### src/rtl/ahrd_pkg.sv
// Shared types, character constants and codes for the AT HTTP response deframer.
package ahrd_pkg;

   localparam int MAX_SIZE_DIGITS = 11;
   localparam int WIN_LEN         = 5;
   localparam int MARK_LEN        = 12;

   localparam logic [7:0] CHAR_LF    = 8'h0A;
   localparam logic [7:0] CHAR_CR    = 8'h0D;
   localparam logic [7:0] CHAR_COMMA = 8'h2C;
   localparam logic [7:0] CHAR_ZERO  = 8'h30;
   localparam logic [7:0] CHAR_NINE  = 8'h39;
   localparam logic [7:0] CHAR_PLUS  = 8'h2B;
   localparam logic [7:0] CHAR_O     = 8'h4F;
   localparam logic [7:0] CHAR_K     = 8'h4B;
   localparam logic [7:0] CHAR_E     = 8'h45;
   localparam logic [7:0] CHAR_R     = 8'h52;

   typedef enum logic {
      OP_BYTE    = 1'b0,
      OP_RESTART = 1'b1
   } opcode_type;

   typedef enum logic [1:0] {
      KIND_CONSUMED = 2'd0,
      KIND_PAYLOAD  = 2'd1,
      KIND_DONE     = 2'd2,
      KIND_ERROR    = 2'd3
   } kind_type;

   typedef enum logic [2:0] {
      PH_SCAN = 3'b001,
      PH_SIZE = 3'b010,
      PH_DATA = 3'b100
   } phase_type;

   typedef enum logic [2:0] {
      FIN_RUN  = 3'b001,
      FIN_DONE = 3'b010,
      FIN_ERR  = 3'b100
   } finish_type;

   typedef struct packed {
      opcode_type  opcode;
      logic [7:0]  rx_byte;
   } req_type;

   typedef struct packed {
      kind_type    kind;
      logic [7:0]  payload;
      logic        chunk_end;
      logic [31:0] byte_total;
   } rsp_type;

   typedef logic [WIN_LEN-1:0][7:0] window_type;

   typedef struct packed {
      window_type  win;
      logic [2:0]  count;
      logic [3:0]  marker_idx;
      logic        marker_full;
      logic        done;
      logic        err;
   } scan_result_type;

   function automatic logic [7:0] marker_char(input logic [3:0] idx);
      logic [7:0] c;
      unique case (idx)
         4'd0:    c = 8'h2B; // '+'
         4'd1:    c = 8'h48; // 'H'
         4'd2:    c = 8'h54; // 'T'
         4'd3:    c = 8'h54; // 'T'
         4'd4:    c = 8'h50; // 'P'
         4'd5:    c = 8'h43; // 'C'
         4'd6:    c = 8'h4C; // 'L'
         4'd7:    c = 8'h49; // 'I'
         4'd8:    c = 8'h45; // 'E'
         4'd9:    c = 8'h4E; // 'N'
         4'd10:   c = 8'h54; // 'T'
         4'd11:   c = 8'h3A; // ':'
         default: c = 8'h00;
      endcase
      return c;
   endfunction

endpackage

### src/rtl/ahrd_scan.sv
// Scan-mode matcher: shifts the recent-byte window and checks done, error and marker.
module ahrd_scan import ahrd_pkg::*; (
   input  window_type      win,
   input  logic [2:0]      count,
   input  logic [3:0]      marker_idx,
   input  logic [7:0]      rx_byte,
   output scan_result_type result
);

   window_type win_next;
   logic [2:0] count_next;
   logic       marker_ok;
   logic [3:0] idx_inc;

   always_comb begin
      for (int i = 0; i < WIN_LEN - 1; i++) begin
         win_next[i] = win[i+1];
      end
      win_next[WIN_LEN-1] = rx_byte;
   end

   assign count_next = (count < 3'(WIN_LEN)) ? count + 3'd1 : count;

   assign marker_ok = (marker_idx < 4'(MARK_LEN)) && (rx_byte == marker_char(marker_idx));
   assign idx_inc   = marker_idx + 4'd1;

   always_comb begin
      result.win   = win_next;
      result.count = count_next;
      result.done  = (count_next >= 3'd4) && (win_next[1] == CHAR_LF)
                     && (win_next[2] == CHAR_O) && (win_next[3] == CHAR_K)
                     && ((rx_byte == CHAR_CR) || (rx_byte == CHAR_LF));
      result.err   = (count_next == 3'(WIN_LEN)) && (win_next[0] == CHAR_E)
                     && (win_next[1] == CHAR_R) && (win_next[2] == CHAR_R)
                     && (win_next[3] == CHAR_O) && (win_next[4] == CHAR_R);
      if (marker_ok) begin
         result.marker_idx  = idx_inc;
         result.marker_full = (idx_inc == 4'(MARK_LEN));
      end else begin
         result.marker_idx  = (rx_byte == CHAR_PLUS) ? 4'd1 : 4'd0;
         result.marker_full = 1'b0;
      end
   end

endmodule

### src/rtl/ahrd_engine.sv
// Deframer state and the per-word update for scan, size and data modes.
module ahrd_engine import ahrd_pkg::*; (
   input  logic    clock,
   input  logic    reset,
   input  logic    step_en,
   input  req_type item,
   output rsp_type result
);

   phase_type   phase_ff,      phase_in;
   finish_type  finish_ff,     finish_in;
   logic [3:0]  marker_ff,     marker_in;
   window_type  win_ff,        win_in;
   logic [2:0]  count_ff,      count_in;
   logic [31:0] acc_ff,        acc_in;
   logic [3:0]  digits_ff,     digits_in;
   logic [31:0] left_ff,       left_in;
   logic [31:0] total_ff,      total_in;

   scan_result_type scan;
   logic [35:0]     size_prod;
   logic [31:0]     left_dec;

   ahrd_scan u_scan (
      .win        (win_ff),
      .count      (count_ff),
      .marker_idx (marker_ff),
      .rx_byte    (item.rx_byte),
      .result     (scan)
   );

   // acc * 10 + digit, built from two shifts so no multiplier is needed.
   assign size_prod = {1'b0, acc_ff, 3'b000} + {3'b000, acc_ff, 1'b0}
                      + {32'd0, item.rx_byte[3:0]};
   assign left_dec  = (left_ff != 32'd0) ? left_ff - 32'd1 : left_ff;

   always_comb begin
      phase_in  = phase_ff;
      finish_in = finish_ff;
      marker_in = marker_ff;
      win_in    = win_ff;
      count_in  = count_ff;
      acc_in    = acc_ff;
      digits_in = digits_ff;
      left_in   = left_ff;
      total_in  = total_ff;
      result    = '0;

      if (item.opcode == OP_RESTART) begin
         phase_in  = PH_SCAN;
         finish_in = FIN_RUN;
         marker_in = '0;
         win_in    = '0;
         count_in  = '0;
         acc_in    = '0;
         digits_in = '0;
         left_in   = '0;
         total_in  = '0;
      end else if (finish_ff == FIN_RUN) begin
         unique case (phase_ff)
            PH_SIZE: begin
               if (item.rx_byte == CHAR_COMMA) begin
                  left_in = acc_ff;
                  if (acc_ff == 32'd0) begin
                     phase_in  = PH_SCAN;
                     count_in  = '0;
                     marker_in = '0;
                  end else begin
                     phase_in = PH_DATA;
                  end
               end else if ((item.rx_byte >= CHAR_ZERO) && (item.rx_byte <= CHAR_NINE)) begin
                  if (digits_ff < 4'(MAX_SIZE_DIGITS)) begin
                     acc_in    = (size_prod[35:32] != 4'd0) ? '1 : size_prod[31:0];
                     digits_in = digits_ff + 4'd1;
                  end
               end
            end
            PH_DATA: begin
               result.kind    = KIND_PAYLOAD;
               result.payload = item.rx_byte;
               if (total_ff != '1) begin
                  total_in = total_ff + 32'd1;
               end
               left_in = left_dec;
               if (left_dec == 32'd0) begin
                  result.chunk_end = 1'b1;
                  phase_in         = PH_SCAN;
                  count_in         = '0;
                  marker_in        = '0;
               end
            end
            PH_SCAN: begin
               win_in   = scan.win;
               count_in = scan.count;
               if (scan.done) begin
                  finish_in   = FIN_DONE;
                  result.kind = KIND_DONE;
               end else if (scan.err) begin
                  finish_in   = FIN_ERR;
                  result.kind = KIND_ERROR;
               end else if (scan.marker_full) begin
                  phase_in  = PH_SIZE;
                  marker_in = '0;
                  count_in  = '0;
                  acc_in    = '0;
                  digits_in = '0;
               end else begin
                  marker_in = scan.marker_idx;
               end
            end
            default: begin
               phase_in = PH_SCAN;
            end
         endcase
      end
      result.byte_total = total_in;
   end

   always_ff @(posedge clock) begin
      if (reset) begin
         phase_ff  <= PH_SCAN;
         finish_ff <= FIN_RUN;
         marker_ff <= '0;
         win_ff    <= '0;
         count_ff  <= '0;
         acc_ff    <= '0;
         digits_ff <= '0;
         left_ff   <= '0;
         total_ff  <= '0;
      end else if (step_en) begin
         phase_ff  <= phase_in;
         finish_ff <= finish_in;
         marker_ff <= marker_in;
         win_ff    <= win_in;
         count_ff  <= count_in;
         acc_ff    <= acc_in;
         digits_ff <= digits_in;
         left_ff   <= left_in;
         total_ff  <= total_in;
      end
   end

endmodule

### src/rtl/at_http_response_deframer_core.sv
// Top level of the AT HTTP response deframer: input register, engine and result register.
// The deframer takes one modem word per clock while the result side does not stall and
// returns exactly one result word for each, in order. A word is captured in the input
// register, runs combinationally through the scan, size and data logic and lands in the
// result register, from which its result is offered on the outputs; absent a result-side
// stall, the sustained rate is one word per cycle. The only thing that slows intake is a
// stall on the result side, which backs up through the two registers. A restart word
// returns all state to its reset value and yields a consumed result with a zero byte
// total. After done or error is flagged, further modem words are consumed without effect
// until the next restart.
module at_http_response_deframer_core import ahrd_pkg::*; (
   input  logic    clock,
   input  logic    reset,
   input  logic    req_valid,
   output logic    req_stall,
   input  req_type req_data,
   output logic    rsp_valid,
   input  logic    rsp_stall,
   output rsp_type rsp_data
);

   logic    in_valid_ff, in_valid_in;
   req_type in_data_ff;
   logic    rsp_valid_ff, rsp_valid_in;
   rsp_type rsp_data_ff;
   rsp_type step_result;
   logic    out_load;
   logic    step_en;
   logic    req_take;

   assign out_load  = !rsp_valid_ff || !rsp_stall;
   assign step_en   = in_valid_ff && out_load;
   assign req_stall = in_valid_ff && !out_load;
   assign req_take  = req_valid && !req_stall;

   always_comb begin
      if (req_take) begin
         in_valid_in = 1'b1;
      end else if (step_en) begin
         in_valid_in = 1'b0;
      end else begin
         in_valid_in = in_valid_ff;
      end
      rsp_valid_in = out_load ? in_valid_ff : rsp_valid_ff;
   end

   ahrd_engine u_engine (
      .clock   (clock),
      .reset   (reset),
      .step_en (step_en),
      .item    (in_data_ff),
      .result  (step_result)
   );

   always_ff @(posedge clock) begin
      if (reset) begin
         in_valid_ff  <= 1'b0;
         rsp_valid_ff <= 1'b0;
      end else begin
         in_valid_ff  <= in_valid_in;
         rsp_valid_ff <= rsp_valid_in;
      end
   end

   always_ff @(posedge clock) begin
      if (req_take) begin
         in_data_ff <= req_data;
      end
      if (step_en) begin
         rsp_data_ff <= step_result;
      end
   end

   assign rsp_valid = rsp_valid_ff;
   assign rsp_data  = rsp_data_ff;

   a_chunk_end_payload: assert property (@(posedge clock) disable iff (reset)
      rsp_valid && rsp_data.chunk_end |-> rsp_data.kind == KIND_PAYLOAD)
      else $error("chunk end flagged on a word that is not payload");

   a_payload_total: assert property (@(posedge clock) disable iff (reset)
      rsp_valid && rsp_data.kind == KIND_PAYLOAD |-> rsp_data.byte_total != 32'd0)
      else $error("payload word delivered with a zero byte total");

   a_restart_clears: assert property (@(posedge clock) disable iff (reset)
      step_en && in_data_ff.opcode == OP_RESTART
      |=> rsp_valid && rsp_data.byte_total == 32'd0 && rsp_data.kind == KIND_CONSUMED)
      else $error("restart did not yield a cleared consumed result");

   a_stall_full: assert property (@(posedge clock) disable iff (reset)
      req_stall |-> in_valid_ff && rsp_valid_ff)
      else $error("input stalled while a register stage was free");

endmodule
### config.mk
export PLATFORM = sky130hd
export DESIGN_NAME = at_http_response_deframer_core
export DESIGN_NICKNAME = d
export VERILOG_FILES = /design/src/rtl/ahrd_pkg.sv /design/src/rtl/ahrd_scan.sv /design/src/rtl/ahrd_engine.sv /design/src/rtl/at_http_response_deframer_core.sv
export SDC_FILE = /design/constraint.sdc
export NUM_CORES = 1
export LEC_CHECK = 0
export BUFFER_PORTS_ARGS = -buffer_cell sky130_fd_sc_hd__buf_2
export CORE_MARGIN = 5
export CORE_UTILIZATION = 30
export DETAILED_ROUTE_END_ITERATION = 8
export RECOVER_POWER = 100
export SLEW_MARGIN = 20
export SYNTH_ARGS = -nofsm -noshare
export SYNTH_HDL_FRONTEND = slang
export SYNTH_HIERARCHICAL = 1
export SYNTH_SLANG_ARGS = --single-unit
### constraint.sdc
create_clock -name clock -period 7.7 [get_ports clock]
set_clock_uncertainty 0.15 [all_clocks]
set_input_delay 0.385 -clock clock [delete_from_list [all_inputs] [get_ports clock]]
set_output_delay 0.385 -clock clock [all_outputs]
set_load 0.01 [all_outputs]
==> results of run 1 <==
-- power groups by stage --
stage	clock, mW	sequential [mW]	combinational [mW]
after floorplan	0	1.13	0.0670
after global placement	0	1.13	0.104
after detailed placement	0	1.13	0.105
after CTS	0.952	1.10	0.109
after global routing	0.983	1.10	0.114
final	0.922	1.10	0.103
-- routing by layer --
layer,share of wire,track usage
met5,0,0
met4,0.021,0.0459
met3,0.053,0.0247
met2,0.45,0.223
met1,0.48,0.193
-- repair_timing --
| action | 4_1_cts | 5_1_grt |
|---|---|---|
| hold buffers | 9 | 0 |
| hold endpoints to repair | 9 | 0 |
| gates resized for setup | 0 | 0 |
| endpoints found under the setup margin | 0 | 0 |
-- metrics by stage --
step / std cells / power, mW / hold WS [ns] / setup WS (ns) / util
after floorplan: 1507 / 1.20 / 0.297 / 2.03 / -
after global placement: 1990 / 1.23 / 0.318 / 2.87 / 0.313
after detailed placement: 1990 / 1.23 / 0.325 / 2.77 / 0.313
after CTS: 2031 / 2.16 / 0.00950 / 2.72 / 0.330
after global routing: 2031 / 2.20 / 0.0342 / 1.67 / 0.327
final: 2031 / 2.13 / 0.0352 / 2.23 / 0.327
-- worst max-delay path, stage by stage, from the launching register on --
cell      delay [ns]
dfxtp_1         0.60
inv_1           0.13
ha_1            0.28
mux2i_1         0.19
mux2i_1         0.24
o22ai_1         0.09
or4_1           0.65
nor4b_1         0.55
a21boi_0        0.36
nor2_1          0.20
nand2_1         0.13
nor3_1          0.17
buf_4           0.36
o41a_1          1.03
a221o_1         0.23
-- path summary, 6_finish.rpt --
kind / startpoint / end / slack, ns / cells past startpoint
max: u_engine/marker_ff[0]$_SDFFE_PP0P_ / u_engine/acc_ff[10]$_SDFFE_PP0P_ / 2.23 / 14
min: req_valid / in_valid_ff$_SDFFE_PP0P_ / 0.04 / 3
max reg2reg: u_engine/marker_ff[0]$_SDFFE_PP0P_ / u_engine/acc_ff[10]$_SDFFE_PP0P_ / 2.23 / 14
min reg2reg: u_engine/digits_ff[1]$_SDFFE_PP0P_ / u_engine/digits_ff[1]$_SDFFE_PP0P_ / 0.33 / 2
-- cell usage in the layout (no fill, tap or decap), types with 32 or more instances in the layout --
cell type  count
xnor2_1       52
ha_1          76
a22oi_1       67
dfxtp_1      147
nand3_1       34
a221o_1       34
o21ai_0       86
nand2_1      130
nor3_1        43
a21oi_1       86
edfxtp_1      52
nor2_1       195
clkbuf_1      49
nor4_1        32
-- sequential cells by signal, indices dropped and copies added (netlist names) --
| signal | cells |
|---|---|
| rsp_data | 43 |
| u_engine/acc_ff | 32 |
| u_engine/left_ff | 32 |
| u_engine/total_ff | 32 |
| u_engine/win_ff | 32 |
| in_data_ff | 9 |
| u_engine/digits_ff | 4 |
| u_engine/marker_ff | 4 |
| u_engine/count_ff | 3 |
| u_engine/finish_ff | 3 |
| u_engine/phase_ff | 3 |
| in_valid_ff | 1 |
| rsp_valid | 1 |
-- final cells by class --
| class | instances | area share |
|---|---|---|
| tap | 539 | 0.0493 |
| multi-input combinational | 1153 | 0.541 |
| inverter | 32 | 0.00877 |
| sequential | 199 | 0.329 |
| clock buffer | 20 | 0.0357 |
| clock inverter | 12 | 0.00868 |
| timing repair buffer | 76 | 0.0279 |
==> flow_summary.json, run 1 <==
{
  "hp-class": "primary input to flop",
  "status": "finished with violations",
  "multiInputGateArea_sq_um": 7400,
  "arrival_ns": 5.71,
  "avgRoutedWirePerCell_microns": 16.5,
  "grt_pass1_wl_microns": 54600,
  "dp_hpwl_microns": 23500,
  "fin_nets": 1570,
  "vias_per_cell": 5.50,
  "clkSlewWorstSetupHoldPaths_ns": 0.08,
  "critPathKind": "flop to flop",
  "total_leakage_power_nw": 5.22,
  "cts_made_buffers": 17,
  "p_int_mw": 1.60,
  "cts.sinks": 199,
  "violations": "max-capacitance violations, max-slew violations",
  "via_count": 11200,
  "clock.fmax_mhz": 183,
  "synth_fp_nets": 1598,
  "rsz0062_at_grt": "false",
  "grt_remaining_overflow": 0,
  "drc": 0,
  "path_max_fanout": 33,
  "pwr-share-clk": 0.433,
  "routed_wl_microns": 33500,
  "min_period_ns": 5.47,
  "yosysWarningCount": 6,
  "final_max_slew_viol_count": 92,
  "worst_slew_pin_slew_ns": 1.82,
  "gp_congestion": 0.878,
  "tritoncts": "built",
  "hold_viol_final": 0,
  "irDropWorstVdd_mv": 0.153,
  "die_y_microns": 215,
  "grt_pass1_vias": 10500,
  "numPortBuffers": 57,
  "avgSynthCellArea_sq_um": 8.40,
  "grt_max_degree": 97,
  "tns_ns": 0,
  "ios": 58,
  "p_switching_uw": 525,
  "chipWidth_microns": 215,
  "diodes": 0,
  "syn_inst": 1507,
  "final.fill_count": 4416,
  "seqPwrFrac": 0.518,
  "h-tree-depth": 4,
  "post_cts_buffers": 0,
  "grt_usage": 0.140,
  "initial_utilization": 0.302,
  "drive_gt1_frac": 0.0449,
  "drt_first_pass_iters": 5,
  "first_iter_violations": 900,
  "ant_nets": 0,
  "seqCellArea_sq_um": 4500,
  "startpoint_type": "flop",
  "dpl_cell_area_sq_um": 13100,
  "switching_share": 0.247,
  "setup_viol": 0,
  "slew_headroom": -0.217,
  "combinationalPowerShare": 0.049,
  "drv_cap": 3,
  "clk_latency_ns": 0.45,
  "endpoint_kind": "flop",
  "cp.required_ns": 7.93,
  "fin_crit_sh": 0.711,
  "rows": 75,
  "final_area_sq_um": 13700,
  "antenna_found_initial": 0,
  "p_per_area_nw_per_um2": 155,
  "area_growth_pct": 8.18,
  "syn-cell-area_sq_um": 12700,
  "cts-root-buf": "clkbuf_16",
  "clock_path_buffers": 2,
  "coreArea_sq_um": 41900,
  "dieArea_sq_um": 46400
}
Power figures use the tool's default switching activity.
==> run 2: changes to the inputs <==
Settings changed: ABC_AREA set to 1.
Clock period 7.7 ns to 5.35 ns, I/O delays scaled along.
==> run 2 against run 1 <==
  * The flow still finishes with violations (max-capacitance violations, max-slew violations)
  * Critical path depth rose by 5
  * Sequential share of layout area decreased by 1.9 points
  * Cell count rose by 24%
  * Non-clock buffer count increased by 2
  * Synthesized cell count is 28% higher
  * Wire length up 7.3%
  * Register-to-register slack worse by 1.4 ns
  * Sequential power increased by 49%
  * Utilization is 0.18 points higher
  * Largest power group unchanged
  * Power is 51% higher
==> flow_summary.json, run 2 <==
{
  "synth_fp_nets": 2019,
  "endpoint_kind": "flop",
  "arrival_ns": 4.68,
  "syn_inst": 1928,
  "combinationalPowerShare": 0.083,
  "pwr-share-clk": 0.408,
  "final_max_slew_viol_count": 137,
  "die_y_microns": 221,
  "p_int_mw": 2.33,
  "grt_usage": 0.146,
  "avgRoutedWirePerCell_microns": 14.2,
  "cts.sinks": 199,
  "rsz0062_at_grt": "false",
  "clk_latency_ns": 0.46,
  "hp-class": "primary input to flop",
  "area_growth_pct": 8.88,
  "grt_max_degree": 99,
  "ant_nets": 0,
  "cts_made_buffers": 17,
  "path_delay_family": "buffers and inverters",
  "largest_reg_flops": 43,
  "ctsResizeCount": 0,
  "dpl_cell_area_sq_um": 13900,
  "total_leakage_power_nw": 6.11,
  "reg2reg_slack_ns": 0.82,
  "diodes": 0,
  "antenna_found_initial": 0,
  "final_common_cell": "nand2_1",
  "critPathKind": "flop to flop",
  "chipWidth_microns": 221,
  "seqPwrFrac": 0.510,
  "drc": 0,
  "cpPeakStageDelay_ns": 1.20,
  "tritoncts": "built",
  "clock.fmax_mhz": 221,
  "clock_path_buffers": 2,
  "p_per_area_nw_per_um2": 221,
  "ios": 58,
  "initial_utilization": 0.302,
  "p_switching_uw": 875,
  "min_period_ns": 4.53,
  "fin_crit_sh": 0.846,
  "final_cell_mix": "503 x nand2_1, 193 x a21oi_1, 188 x nor2_1",
  "first_iter_violations": 1027,
  "routed_wl_microns": 36000,
  "violations": "max-capacitance violations, max-slew violations",
  "numPortBuffers": 57,
  "irDropWorstVdd_mv": 0.180,
  "hold_viol_final": 0,
  "via_count": 12400,
  "final_area_sq_um": 14500,
  "coreArea_sq_um": 44100,
  "fin_nets": 2014,
  "switching_share": 0.273,
  "grt_pass1_wl_microns": 58400,
  "worst_slew_pin_slew_ns": 1.98,
  "status": "finished with violations",
  "vias_per_cell": 4.90,
  "crit_buf_inv": 4,
  "post_cts_buffers": 0,
  "slew_headroom": -0.318,
  "drt_first_pass_iters": 5,
  "drive_gt1_frac": 0.0568,
  "cts-root-buf": "clkbuf_16",
  "grt_remaining_overflow": 0,
  "rows": 77,
  "holdBufCountCts": 12,
  "h-tree-depth": 4,
  "gp_congestion": 0.917,
  "dieArea_sq_um": 48800,
  "path_cells": "clkinvlp_2 -> ha_1 -> inv_1 -> nand2_1 -> nand3_2 -> nor2_1 -> nor2_2 -> nand2_2 -> nor2_4 -> nand3_2 -> nor2_2 -> nor2_1 -> nor2_1 -> o2111ai_2 -> clkbuf_1 -> nor2_2 -> buf_4 -> nand2_1 -> a21oi_1",
  "startpoint_type": "flop",
  "path_max_fanout": 37,
  "dp_hpwl_microns": 26900,
  "grt_pass1_vias": 11500,
  "clkSlewWorstSetupHoldPaths_ns": 0.08,
  "yosysWarningCount": 6,
  "syn-cell-area_sq_um": 13300,
  "setup_viol": 0,
  "worst_path_max_delay_cell": "clkbuf_1",
  "tns_ns": 0,
  "avgSynthCellArea_sq_um": 6.91,
  "cp.required_ns": 5.51,
  "drv_cap": 2
}
==> run 2: power by group through the flow <==
stage / combinational, mW / sequential, mW / clock (mW)
floorplan: 0.203 / 1.66 / 0
finish: 0.265 / 1.64 / 1.31
detailed placement: 0.264 / 1.67 / 0
global route: 0.298 / 1.64 / 1.41
CTS: 0.272 / 1.63 / 1.35
global placement: 0.260 / 1.67 / 0
==> run 2: area by class of cell <==
type	instances	area (sq um)
repair buffers	78	404
well taps	592	741
fillers	4820	29600
clock buffers	17	425
multi-input cells	1442	7570
flip-flops and latches	199	4500
inverters	185	703
clock inverters	15	161
==> run 2: final timing paths <==
path	start	endpoint	cells after the start
setup / recovery	u_engine/marker_ff[2]$_SDFFE_PP0P_	u_engine/acc_ff[14]$_SDFFE_PP0P_	19
setup reg to reg	u_engine/marker_ff[2]$_SDFFE_PP0P_	u_engine/acc_ff[14]$_SDFFE_PP0P_	19
hold reg to reg	u_engine/win_ff[12]$_SDFFE_PP0P_	u_engine/win_ff[12]$_SDFFE_PP0P_	2
hold / removal	reset	rsp_valid$_SDFFE_PP0P_	2
==> run 2: layer usage <==
metal / GRT usage / part of all wire / vias to the layer above
met4: 0.0432 / 0.021 / 0
li1: - / - / 6371
met3: 0.0268 / 0.050 / 45
met1: 0.210 / 0.49 / 5678
met2: 0.225 / 0.44 / 290
met5: 0 / 0 / -
==> run 2: metrics by stage <==
step                      instances  worst slack (ns)   util  power, mW  hold WS [ns]
final                          2528             0.823  0.329       3.21         0.147
after CTS                      2528              1.02  0.331       3.25         0.145
after global routing           2528             0.381  0.329       3.35         0.184
after global placement         2484              1.16  0.315       1.93         0.295
after detailed placement       2484              1.04  0.315       1.93         0.296
after floorplan                1928             0.916      -       1.86         0.180
